$ cat src/hdl/ascfmt_pkg.sv
package ascfmt_pkg;

  // Command codes
  localparam logic [1:0] CMD_LIT  = 2'd0;
  localparam logic [1:0] CMD_DEC  = 2'd1;
  localparam logic [1:0] CMD_HEX  = 2'd2;
  localparam logic [1:0] CMD_NULL = 2'd3;

  localparam int unsigned CountW  = 31;
  localparam int unsigned NumW    = 32;
  localparam int unsigned DecDigs = 10;
  localparam int unsigned HexDigs = 8;
  localparam int unsigned DigW    = 4 * DecDigs;
  localparam int unsigned NdigW   = 4;
  localparam int unsigned BitCntW = 5;
  localparam int unsigned NullLen = 6;

  localparam logic [CountW-1:0] COUNT_MAX = {CountW{1'b1}};

  typedef struct packed {
    logic            start_of_call;
    logic [1:0]      command;
    logic [7:0]      byte_value;
    logic [NumW-1:0] number;
  } in_item_t;

  typedef struct packed {
    logic [7:0]        char_out;
    logic [CountW-1:0] running_count;
    logic              last;
  } out_item_t;

  // Controller to datapath
  typedef struct packed {
    logic load;
    logic conv;
    logic skip;
    logic emit;
  } dp_cmd_t;

  // Datapath to controller
  typedef struct packed {
    logic conv_done;
    logic skip_done;
    logic emit_last;
    logic out_free;
  } dp_status_t;

  typedef enum logic [3:0] {
    ST_IDLE = 4'b0001,
    ST_CONV = 4'b0010,
    ST_SKIP = 4'b0100,
    ST_EMIT = 4'b1000
  } state_e;

  // Lowercase hex digit character
  function automatic logic [7:0] hex_char(input logic [3:0] nib);
    logic [7:0] c;
    if (nib < 4'd10) c = 8'h30 + {4'd0, nib};
    else             c = 8'h57 + {4'd0, nib};
    return c;
  endfunction

  // "(null)" indexed by characters still to send
  function automatic logic [7:0] null_char(input logic [NdigW-1:0] left);
    logic [7:0] c;
    case (left)
      4'd6:    c = 8'h28;
      4'd5:    c = 8'h6e;
      4'd4:    c = 8'h75;
      4'd3:    c = 8'h6c;
      4'd2:    c = 8'h6c;
      default: c = 8'h29;
    endcase
    return c;
  endfunction

endpackage

$ cat src/hdl/ascfmt_ctrl.sv
module ascfmt_ctrl (
  input  logic                  clk_i,
  input  logic                  rst_ni,
  input  logic                  in_valid_i,
  input  logic [1:0]            command_i,
  output logic                  in_ready_o,
  input  ascfmt_pkg::dp_status_t status_i,
  output ascfmt_pkg::dp_cmd_t   cmd_o
);

  ascfmt_pkg::state_e state_q, state_d;

  assign in_ready_o = (state_q == ascfmt_pkg::ST_IDLE);

  // Next state and datapath commands
  always_comb begin
    state_d  = state_q;
    cmd_o    = '0;
    unique case (state_q)
      ascfmt_pkg::ST_IDLE: begin
        if (in_valid_i) begin
          cmd_o.load = 1'b1;
          case (command_i)
            ascfmt_pkg::CMD_DEC: state_d = ascfmt_pkg::ST_CONV;
            ascfmt_pkg::CMD_HEX: state_d = ascfmt_pkg::ST_SKIP;
            default:             state_d = ascfmt_pkg::ST_EMIT;
          endcase
        end
      end
      ascfmt_pkg::ST_CONV: begin
        cmd_o.conv = 1'b1;
        if (status_i.conv_done) state_d = ascfmt_pkg::ST_SKIP;
      end
      ascfmt_pkg::ST_SKIP: begin
        if (status_i.skip_done) state_d = ascfmt_pkg::ST_EMIT;
        else                    cmd_o.skip = 1'b1;
      end
      ascfmt_pkg::ST_EMIT: begin
        if (status_i.out_free) begin
          cmd_o.emit = 1'b1;
          if (status_i.emit_last) state_d = ascfmt_pkg::ST_IDLE;
        end
      end
      default: state_d = ascfmt_pkg::ST_IDLE;
    endcase
  end

  always_ff @(posedge clk_i or negedge rst_ni) begin
    if (!rst_ni) state_q <= ascfmt_pkg::ST_IDLE;
    else         state_q <= state_d;
  end

endmodule

$ cat src/hdl/ascfmt_dp.sv
module ascfmt_dp (
  input  logic                   clk_i,
  input  logic                   rst_ni,
  input  ascfmt_pkg::in_item_t   in_data_i,
  input  ascfmt_pkg::dp_cmd_t    cmd_i,
  output ascfmt_pkg::dp_status_t status_o,
  output logic                   out_valid_o,
  input  logic                   out_ready_i,
  output ascfmt_pkg::out_item_t  out_data_o
);

  localparam int unsigned DigW  = ascfmt_pkg::DigW;
  localparam int unsigned NumW  = ascfmt_pkg::NumW;
  localparam int unsigned NdigW = ascfmt_pkg::NdigW;
  localparam int unsigned CntW  = ascfmt_pkg::CountW;

  logic [1:0]                      op_q;
  logic [7:0]                      byte_q;
  logic                            neg_q;
  logic [NumW-1:0]                 bin_q;
  logic [DigW-1:0]                 dig_q;
  logic [NdigW-1:0]                ndig_q;
  logic [ascfmt_pkg::BitCntW-1:0]  bitcnt_q;
  logic [CntW-1:0]                 count_q;
  logic                            out_valid_q;
  ascfmt_pkg::out_item_t           out_q;

  logic [DigW-1:0]  dig_adj;
  logic [NumW-1:0]  mag;
  logic [3:0]       top_nib;
  logic [7:0]       ch;
  logic [CntW-1:0]  count_inc;
  logic             is_num;

  assign top_nib = dig_q[DigW-1 -: 4];
  assign is_num  = (op_q == ascfmt_pkg::CMD_DEC) || (op_q == ascfmt_pkg::CMD_HEX);
  assign mag     = in_data_i.number[NumW-1] ? (~in_data_i.number + 1'b1) : in_data_i.number;

  // Double-dabble correction: each BCD digit of 5 or more gets 3 added
  always_comb begin
    for (int i = 0; i < ascfmt_pkg::DecDigs; i++) begin
      if (dig_q[4*i +: 4] >= 4'd5) dig_adj[4*i +: 4] = dig_q[4*i +: 4] + 4'd3;
      else                          dig_adj[4*i +: 4] = dig_q[4*i +: 4];
    end
  end

  // Character for the current emit step
  always_comb begin
    case (op_q)
      ascfmt_pkg::CMD_LIT:  ch = byte_q;
      ascfmt_pkg::CMD_NULL: ch = ascfmt_pkg::null_char(ndig_q);
      default:              ch = neg_q ? 8'h2d : ascfmt_pkg::hex_char(top_nib);
    endcase
  end

  assign count_inc = (count_q == ascfmt_pkg::COUNT_MAX) ? count_q : count_q + 1'b1;

  assign status_o.conv_done = (bitcnt_q == '0);
  assign status_o.skip_done = (ndig_q <= NdigW'(1)) || (top_nib != 4'd0);
  assign status_o.emit_last = !neg_q && (ndig_q == NdigW'(1));
  assign status_o.out_free  = !out_valid_q || out_ready_i;

  // Working registers
  always_ff @(posedge clk_i) begin
    if (cmd_i.load) begin
      op_q     <= in_data_i.command;
      byte_q   <= in_data_i.byte_value;
      bin_q    <= mag;
      bitcnt_q <= '1;
      neg_q    <= (in_data_i.command == ascfmt_pkg::CMD_DEC) && in_data_i.number[NumW-1];
      case (in_data_i.command)
        ascfmt_pkg::CMD_DEC: begin
          dig_q  <= '0;
          ndig_q <= NdigW'(ascfmt_pkg::DecDigs);
        end
        ascfmt_pkg::CMD_HEX: begin
          dig_q  <= {in_data_i.number, {(DigW-NumW){1'b0}}};
          ndig_q <= NdigW'(ascfmt_pkg::HexDigs);
        end
        ascfmt_pkg::CMD_NULL: begin
          dig_q  <= '0;
          ndig_q <= NdigW'(ascfmt_pkg::NullLen);
        end
        default: begin
          dig_q  <= '0;
          ndig_q <= NdigW'(1);
        end
      endcase
    end else if (cmd_i.conv) begin
      {dig_q, bin_q} <= {dig_adj[DigW-2:0], bin_q, 1'b0};
      bitcnt_q       <= bitcnt_q - 1'b1;
    end else if (cmd_i.skip) begin
      dig_q  <= {dig_q[DigW-5:0], 4'd0};
      ndig_q <= ndig_q - 1'b1;
    end else if (cmd_i.emit) begin
      if (neg_q) begin
        neg_q <= 1'b0;
      end else begin
        ndig_q <= ndig_q - 1'b1;
        if (is_num) dig_q <= {dig_q[DigW-5:0], 4'd0};
      end
    end
  end

  // Running character count
  always_ff @(posedge clk_i or negedge rst_ni) begin
    if (!rst_ni) begin
      count_q <= '0;
    end else if (cmd_i.load && in_data_i.start_of_call) begin
      count_q <= '0;
    end else if (cmd_i.emit) begin
      count_q <= count_inc;
    end
  end

  // Output register
  always_ff @(posedge clk_i or negedge rst_ni) begin
    if (!rst_ni) begin
      out_valid_q <= 1'b0;
    end else if (cmd_i.emit) begin
      out_valid_q <= 1'b1;
    end else if (out_ready_i) begin
      out_valid_q <= 1'b0;
    end
  end

  always_ff @(posedge clk_i) begin
    if (cmd_i.emit) begin
      out_q.char_out      <= ch;
      out_q.running_count <= count_inc;
      out_q.last          <= status_o.emit_last;
    end
  end

  assign out_valid_o = out_valid_q;
  assign out_data_o  = out_q;

endmodule

$ cat src/hdl/integer_to_ascii_formatter.sv
// Integer to ASCII formatter: printf-style back end.
// Input channel (in_valid_i/in_ready_o/in_data_i) takes one formatting
// request per transaction: a literal byte, a signed decimal, an unsigned
// lowercase hex value or the "(null)" marker. The output channel
// (out_valid_o/out_ready_i/out_data_o) gives one character per transaction
// with the running count since the last start and a last flag on the
// final character of each request.
// One request is worked on at a time; in_ready_o is high only when idle.
// Work per request, after the accept: literal, one character; null, six
// characters; hex, up to 7 leading-zero skips, a skip exit and 1..8
// characters; decimal, 32 binary-to-BCD shift steps, a skip exit, up to
// 9 skips and 1..11 characters. The character stage sends one character
// per cycle while the receiver takes them, each character being
// registered in the output register.
// A stalled receiver holds the output register and the controller waits
// in its emit state; no character is lost or repeated.
// Reset clears the controller, the output valid and the character count.
module integer_to_ascii_formatter (
  input  logic                  clk_i,
  input  logic                  rst_ni,
  input  logic                  in_valid_i,
  output logic                  in_ready_o,
  input  ascfmt_pkg::in_item_t  in_data_i,
  output logic                  out_valid_o,
  input  logic                  out_ready_i,
  output ascfmt_pkg::out_item_t out_data_o
);

  ascfmt_pkg::dp_cmd_t    dp_cmd;
  ascfmt_pkg::dp_status_t dp_status;

  ascfmt_ctrl u_ctrl (
    .clk_i      (clk_i),
    .rst_ni     (rst_ni),
    .in_valid_i (in_valid_i),
    .command_i  (in_data_i.command),
    .in_ready_o (in_ready_o),
    .status_i   (dp_status),
    .cmd_o      (dp_cmd)
  );

  ascfmt_dp u_dp (
    .clk_i       (clk_i),
    .rst_ni      (rst_ni),
    .in_data_i   (in_data_i),
    .cmd_i       (dp_cmd),
    .status_o    (dp_status),
    .out_valid_o (out_valid_o),
    .out_ready_i (out_ready_i),
    .out_data_o  (out_data_o)
  );

endmodule
$ cat config.mk
export PLATFORM = sky130hd
export DESIGN_NAME = integer_to_ascii_formatter
export DESIGN_NICKNAME = d
export VERILOG_FILES = /design/src/hdl/ascfmt_pkg.sv /design/src/hdl/ascfmt_ctrl.sv /design/src/hdl/ascfmt_dp.sv /design/src/hdl/integer_to_ascii_formatter.sv
export SDC_FILE = /design/constraint.sdc
export NUM_CORES = 1
export LEC_CHECK = 0
export BUFFER_PORTS_ARGS = -buffer_cell sky130_fd_sc_hd__buf_4
export CORE_MARGIN = 5
export CORE_UTILIZATION = 65
export DETAILED_ROUTE_END_ITERATION = 8
export PLACE_DENSITY = 0.83
export SETUP_SLACK_MARGIN = 0.3
export SLEW_MARGIN = 5
export SYNTH_ARGS = -nofsm -noshare
export SYNTH_HDL_FRONTEND = slang
export SYNTH_SLANG_ARGS = --single-unit
$ cat constraint.sdc
create_clock -name clk_i -period 7.2 [get_ports clk_i]
set_input_delay 0.36 -clock clk_i [delete_from_list [all_inputs] [get_ports clk_i]]
set_output_delay 0.36 -clock clk_i [all_outputs]
set_load 0.02 [all_outputs]
# Word-level counts from Yosys, hierarchy flattened
# Index checks and enable logic that the tools add are counted.
# W data, S select, Z words.
# word_totals
ff_bits	168
latch_bits	0
mem_bits_rw	0
rom_bits	0
in_bits	47
output_inout_bits	42
elab_cells	144
memories	0
# classes
n_addsub	16
n_mul	0
div	0
n_lt_le_gt_ge	12
n_eq_ne	26
shift	0
mux	53
n_bitwise	1
reduce_logical	23
# ops
cell	n
$mux W40	7
$mux W32	3
$mux W31	3
$mux W4	19
$ge A4 B3 Y1 const B	10
$add A4 B2 Y4 const B	9
$add A32 B1 Y32 const B	1
$not A32 Y32	1
$add A31 B1 Y31 const B	1
$eq A31 B31 Y1 const B	1
$pmux W7 S4	1
$eq A4 B3 Y1 const B	4
$mux W8	2
$pmux W4 S4	1
$pmux W8 S2	1
$mux W1	13
$eq A4 B2 Y1 const B	3
$pmux W4 S3	1
$reduce_bool A4 Y1	3
$ne A2 B2 Y1 const B	5
$reduce_and A3 Y1	3
$add A7 B4 Y8 const A	1
$eq A2 B2 Y1 const B	4
$eq A4 B1 Y1 const B	2
other kinds (22)	32

# Longest topological paths before layout
# depth
depth_word	8
ltp_mapped	9
depth_no_buf	7

# Hierarchy
# A second synthesis with hierarchy kept.
# unflattened
cells_unflattened	987
area_unflattened_um2	10029.6
# by_module_without_submodules
mod	instances	cells_each	area_per_inst_um2	seq_area_each_um2
ascfmt_dp	1	948	9685.5	4714.5
ascfmt_ctrl	1	39	344.1	101.3

# Least setup slack after synthesis
# Ideal clock, no wire load.
# synth_timing
path_kind	reg-to-reg
start	register u_ctrl.state_q[1]
end	register u_dp.dig_q[0] (enable)
setup_ps	449
arrival_time_ps	3402
required_ps	6751
path_slack_ps	3349
stages_incl_launch_ff	6
n_path_buf	2
synth_period_minus_slack_ps	3851
path_cell_list	dfrtp_1 > nor4b_1 > nand2_1 > clkbuf_1 > clkbuf_1 > o211ai_1
# synth_via
elab_chain_len	4
elab_cells_between_ends	12
classes_between	eq/ne (5); mux (4); reduce/logical (3)
# synth_lines
item	line_no	text
from (decl)	ascfmt_ctrl.sv:11	ascfmt_pkg::state_e state_q, state_d;
from (signal assigned)	ascfmt_ctrl.sv:49	if (!rst_ni) state_q <= ascfmt_pkg::ST_IDLE;
from (signal assigned)	ascfmt_ctrl.sv:50	else state_q <= state_d;
$eq A4 B3 Y1 (tied with other cells)	ascfmt_ctrl.sv:19	unique case (state_q)
$mux W1	ascfmt_ctrl.sv:19	
$ne A4 B3 Y1 (no line) / $reduce_bool A4 Y1 (equally long branches)	n/a	
$reduce_and A3 Y1 (no line) (*)	n/a	
to (signal assigned)	ascfmt_dp.sv:77	dig_q <= {in_data_i.number, {(DigW-NumW){1'b0}}};
to (signal assigned)	ascfmt_dp.sv:90	{dig_q, bin_q} <= {dig_adj[DigW-2:0], bin_q, 1'b0};
to (signal assigned)	ascfmt_dp.sv:93	dig_q <= {dig_q[DigW-5:0], 4'd0};
to (decl)	ascfmt_dp.sv:21	logic [DigW-1:0] dig_q;
# Mark *: on every way between the ends. The rest lies on a longest branch, timed or not.
# A chain may end at the register's enable or synchronous reset.

# Final worst setup path
# layout_timing
start	register u_ctrl.state_q[0]
end	register u_dp.dig_q[28], data pin
# layout_via
elab_chain_len	5
elab_cells_between_ends	9
classes_between	eq/ne (3); mux (6)
# layout_lines
item	line_no	text
$eq A4 B3 Y1	ascfmt_ctrl.sv:19	
$mux W1	ascfmt_ctrl.sv:19	
$mux W40	ascfmt_dp.sv:92	end else if (cmd_i.skip) begin
$mux W40	ascfmt_dp.sv:89	end else if (cmd_i.conv) begin
$mux W40 (*)	ascfmt_dp.sv:65	if (cmd_i.load) begin
to (signal assigned)	ascfmt_dp.sv:90	
to (signal assigned)	ascfmt_dp.sv:93	
to (signal assigned)	ascfmt_dp.sv:100	if (is_num) dig_q <= {dig_q[DigW-5:0], 4'd0};
# Marked as above.

==> results by stage <==
Timing:
- Setup repair after global routing left no endpoint under its margin.
- The final worst clock skew is 0.00541 ns.
- Timing would allow up to 326 MHz.
- Setup violations remaining at the end of the flow were counted as 0.
- The pin slew with the least headroom to its limit is 1.22 ns.
- On the final layout, the worst hold slack is 0.106 ns.
- After layout, the worst path uses 42.6% of the clock period.
- Setup total negative slack on the finished layout was measured at 0 ns.
- The number of hold violations in the final report was 0.
- The max-slew violation total from the final report is 0.
- In this run the tightest slew margin relative to its limit is 18.8%.
- The minimum period implied by the final worst setup slack is 3.07 ns.

Routing:
- After detailed routing, the average wire length per cell comes to 18.5 um.
- Using the TritonRoute via totals, the vias-per-cell ratio works out to 6.43.
- For this block, the routed nets add up to 22.1 mm of wire.
- The detailed router finished its first iteration with 702 violations.
- The total via count after detailed routing is 7,687.
- After detailed routing, the number of remaining DRC violations is 0.
- The number of nets with antenna violations after routing is 0.
- The first TritonRoute pass finished after 5 iterations.

Status:
- The flow ran to the end, and the final reports show no timing, DRC or antenna violations.

Floorplanning:
- The total die area is 0.0174 mm2.
- The floorplan die height is 132 um.
- The core area is 0.0145 mm2.
- In this run the horizontal extent of the chip is 132 um.
- The initial standard-cell utilization of the core is 66.5%.
- During I/O placement, the number of pins put on the boundary was 89.
- Row generation in the floorplan step produced 44 rows.

Place:
- The HPWL after detailed placement is 14.2 mm.
- The number of buffers added on ports is 88.
- At the end of routability-driven placement, the weighted congestion stood at 0.855.
- The number of placed cells counting well taps is 1,162.
- The total placed instance area is 0.0104 mm2.

Global routing:
- The via count of the first global-routing pass is 7,240.
- The pin count of the biggest net entering global routing is 78.
- The global-route wire length before repair is 36.0 mm.
- The number of antenna violations at the first check in global routing is 0.
- The all-layer global routing usage is 25.0%.
- The remaining global-route overflow is 0.

Synthesis:
- A synthesized cell averages 10.3 um2.
- The most used flip-flop cell after synthesis is sky130_fd_sc_hd__edfxtp_1.
- The number of nets in the synthesized netlist is 1,020.
- The number of enable flip-flop cells after synthesis is 127.
- The async set or reset register ratio after synthesis is 21.4%.
- The post-synthesis sequential element count is 168.
- The synthesized netlist contains 69 unique library cells.
- The synthesized instance count is 937.
- The share of the synthesized area in the top cell type is 39.5%.
- The register area share after synthesis is 49.8%.
- For this run, the number of Yosys warnings is 0.
- The post-synthesis cell area is 0.00966 mm2.
- The synthesized design spends more area on one cell type than any other, namely sky130_fd_sc_hd__edfxtp_1.
- By area the synthesized netlist is led by sky130_fd_sc_hd__edfxtp_1 39%, sky130_fd_sc_hd__dfrtp_1 9.1%, sky130_fd_sc_hd__ha_1 4.7%.

Final layout:
- The finished cells cover 0.0110 mm2.
- The number of standard cells in the layout, taps in and fillers out is 1,195.
- The area growth from synthesis to layout is 13.5%.
- The repair_antennas step left the layout with diodes totalling 0.
- The number of nets in the layout is 1,081.
- The filler cell count is 1,000.
- The library cell used most frequently in the layout, excluding fill and tap cells, is sky130_fd_sc_hd__edfxtp_1.
- The library cells used most frequently in the layout, excluding fill and tap cells, are 127 x sky130_fd_sc_hd__edfxtp_1, 108 x sky130_fd_sc_hd__nand2_1, 96 x sky130_fd_sc_hd__buf_4, 68 x sky130_fd_sc_hd__o21ai_0, 49 x sky130_fd_sc_hd__a21oi_1.
- The area of combinational cells with multiple inputs is 0.00445 mm2.
- The sequential cells in the finished layout cover a total of 0.00482 mm2.
- Of the cells placed in the final design, the portion with a size suffix greater than 1 is 14.8%.

Clock tree:
- The clock net in this run drives a total of 168 sinks.
- The root buffer cell is sky130_fd_sc_hd__clkbuf_16.
- The largest buffer count on any clock path is 2.
- Clock-pin slew was measured on the worst setup and hold paths at 0.06 ns.
- The number of buffers added by the clock tree synthesis step is 17.
- The number of buffers inserted by post-CTS setup repair is 0.
- The clock tree from TritonCTS is done.
- The clock tree synthesis step divided the H-tree into 4 levels.
- The later pin in the worst-skew pair is clocked with a latency of 0.43 ns.

Setup path:
- The element type at the critical path start is a flop.
- The type of the worst setup path is reg -> reg.
- STA classifies the critical path endpoint as a flop.
- The highest net fanout along the worst path is 47.
- At the worst endpoint, the required time is 7.32 ns.
- The arrival time at the worst endpoint is 3.19 ns.

Power:
- The internal portion of total power is 2450 uW.
- For this design the total switching power over the nets is 1320 uW.
- The fraction of power consumed by sequential logic is 42.7%.
- The switching fraction of total power is 35.0%.
- Power spread over the standard cell area amounts to 344 mW/mm2.
- Across the VDD grid, the largest voltage drop is 0.283 mV.
- The leakage dissipation is 0.00435 uW.
- The clock network is responsible for 25.0% of the overall power.
- The combinational group share of total power is 32.2%.

Min path:
- The tightest min-delay check is of the in -> reg type.

Run:
- The max-capacitance violation count is 0.
metal layers:
layer,vias to the layer above,share of wire (%),GRT usage [%]
li1,3629,-,-
met1,3700,43,34.0
met2,312,48,39.8
met3,46,7.1,6.26
met4,0,1.9,7.54
met5,-,0,0
power groups by stage:
stage / combinational, uW / sequential [uW] / clock (uW)
3_3_place_gp: 1150 / 1610 / 0
3_5_place_dp: 1190 / 1620 / 0
5_1_grt: 1350 / 1640 / 989
2_1_floorplan: 855 / 1600 / 0
6_report: 1220 / 1610 / 944
4_1_cts: 1210 / 1610 / 947
logic make-up (layout without fill, tap and decap cells):
logic type,after synthesis,after routing,share of synthesized area (%)
adders and majority gates,36,36,4.66
buffers and inverters,96,170,4.16
DFF,168,168,49.8
AOI/OAI and AO/OA,257,257,17.8
xor gates and xnor gates,72,72,6.53
muxes,4,4,0.427
and+or+nand+nor,304,304,16.5
worst max-delay path, cell delays in order, from the launching register on:
cell and delay, ns:
sky130_fd_sc_hd__dfstp_2 0.58, sky130_fd_sc_hd__or4b_1 0.52, sky130_fd_sc_hd__inv_2 0.14, sky130_fd_sc_hd__nand2_2 0.07, sky130_fd_sc_hd__inv_2 0.32, sky130_fd_sc_hd__nor2_1 0.13, sky130_fd_sc_hd__inv_2 0.75, sky130_fd_sc_hd__o221ai_1 0.22
worst paths after layout:
kind	to	startpoint	slack (ns)	cells past startpoint
hold / removal	u_dp.byte_q[6]$_DFFE_PP_	in_data_i[38]	0.11	1
hold reg to reg	u_dp.bitcnt_q[0]$_SDFFE_PP1P_	u_dp.bitcnt_q[0]$_SDFFE_PP1P_	0.51	2
min in group asynchronous	u_dp.count_q[8]$_DFFE_PN0P_	rst_ni	0.45	2
setup reg to reg	u_dp.dig_q[28]$_DFFE_PP_	u_ctrl.state_q[0]$_DFFE_PN1P_	4.13	7
max in group asynchronous	u_ctrl.state_q[0]$_DFFE_PN1P_	rst_ni	6.38	2
setup / recovery	u_dp.dig_q[28]$_DFFE_PP_	u_ctrl.state_q[0]$_DFFE_PN1P_	4.13	7
flip-flops by register name (all words and copies together), names as in the netlist:
signal,cells
u_dp.out_data_o,40
u_dp.out_valid_o,1
u_ctrl.state_q,4
u_dp.ndig_q,4
u_dp.count_q,31
u_dp.byte_q,8
u_dp.bitcnt_q,5
u_dp.bin_q,32
u_dp.op_q,2
u_dp.neg_q,1
u_dp.dig_q,40
cell usage after synthesis (all sizes together) (7+ instances only):
cell and instances:
xor2 40, and3 14, nor2 35, nand2b 13, a21oi 49, o21ai 85, nand2 109, o31ai 13
xnor2 32, nand3 21, a22oi 14, or4 11, a31oi 15, ha 36, nor4 8, clkbuf 38
o41ai 9, or3 9, o221ai 15, nor3b 20, inv 41, dfrtp 35, nor3 25, edfxtp 127
nand4 10, a32oi 7, buf 17
stage by stage:
| step | worst slack (ns) | utilization [%] | power, uW |
|---|---|---|---|
| 6_report | 4.13 | 75.5 | 3770 |
| 2_1_floorplan | 3.35 | - | 2460 |
| 5_1_grt | 3.97 | 75.5 | 3970 |
| 3_5_place_dp | 4.14 | 71.3 | 2810 |
| 3_3_place_gp | 4.25 | 71.3 | 2750 |
| 4_1_cts | 4.14 | 75.5 | 3770 |
timing repair:
| action | 4_1_cts | 5_1_grt |
|---|---|---|
| gates resized for setup | 0 | 0 |
| endpoints found under the hold margin | 35 | 0 |
| hold buffers | 1 | 0 |
final cells by class:
class | instances | area share (%)
multi-input cells | 673 | 40.5
clock buffers | 20 | 3.98
flip-flops and latches | 168 | 43.9
repair buffers | 97 | 6.66
inverters | 41 | 1.40
well taps | 184 | 2.10
clock inverters | 12 | 1.43
Power figures use the tool's default switching activity.
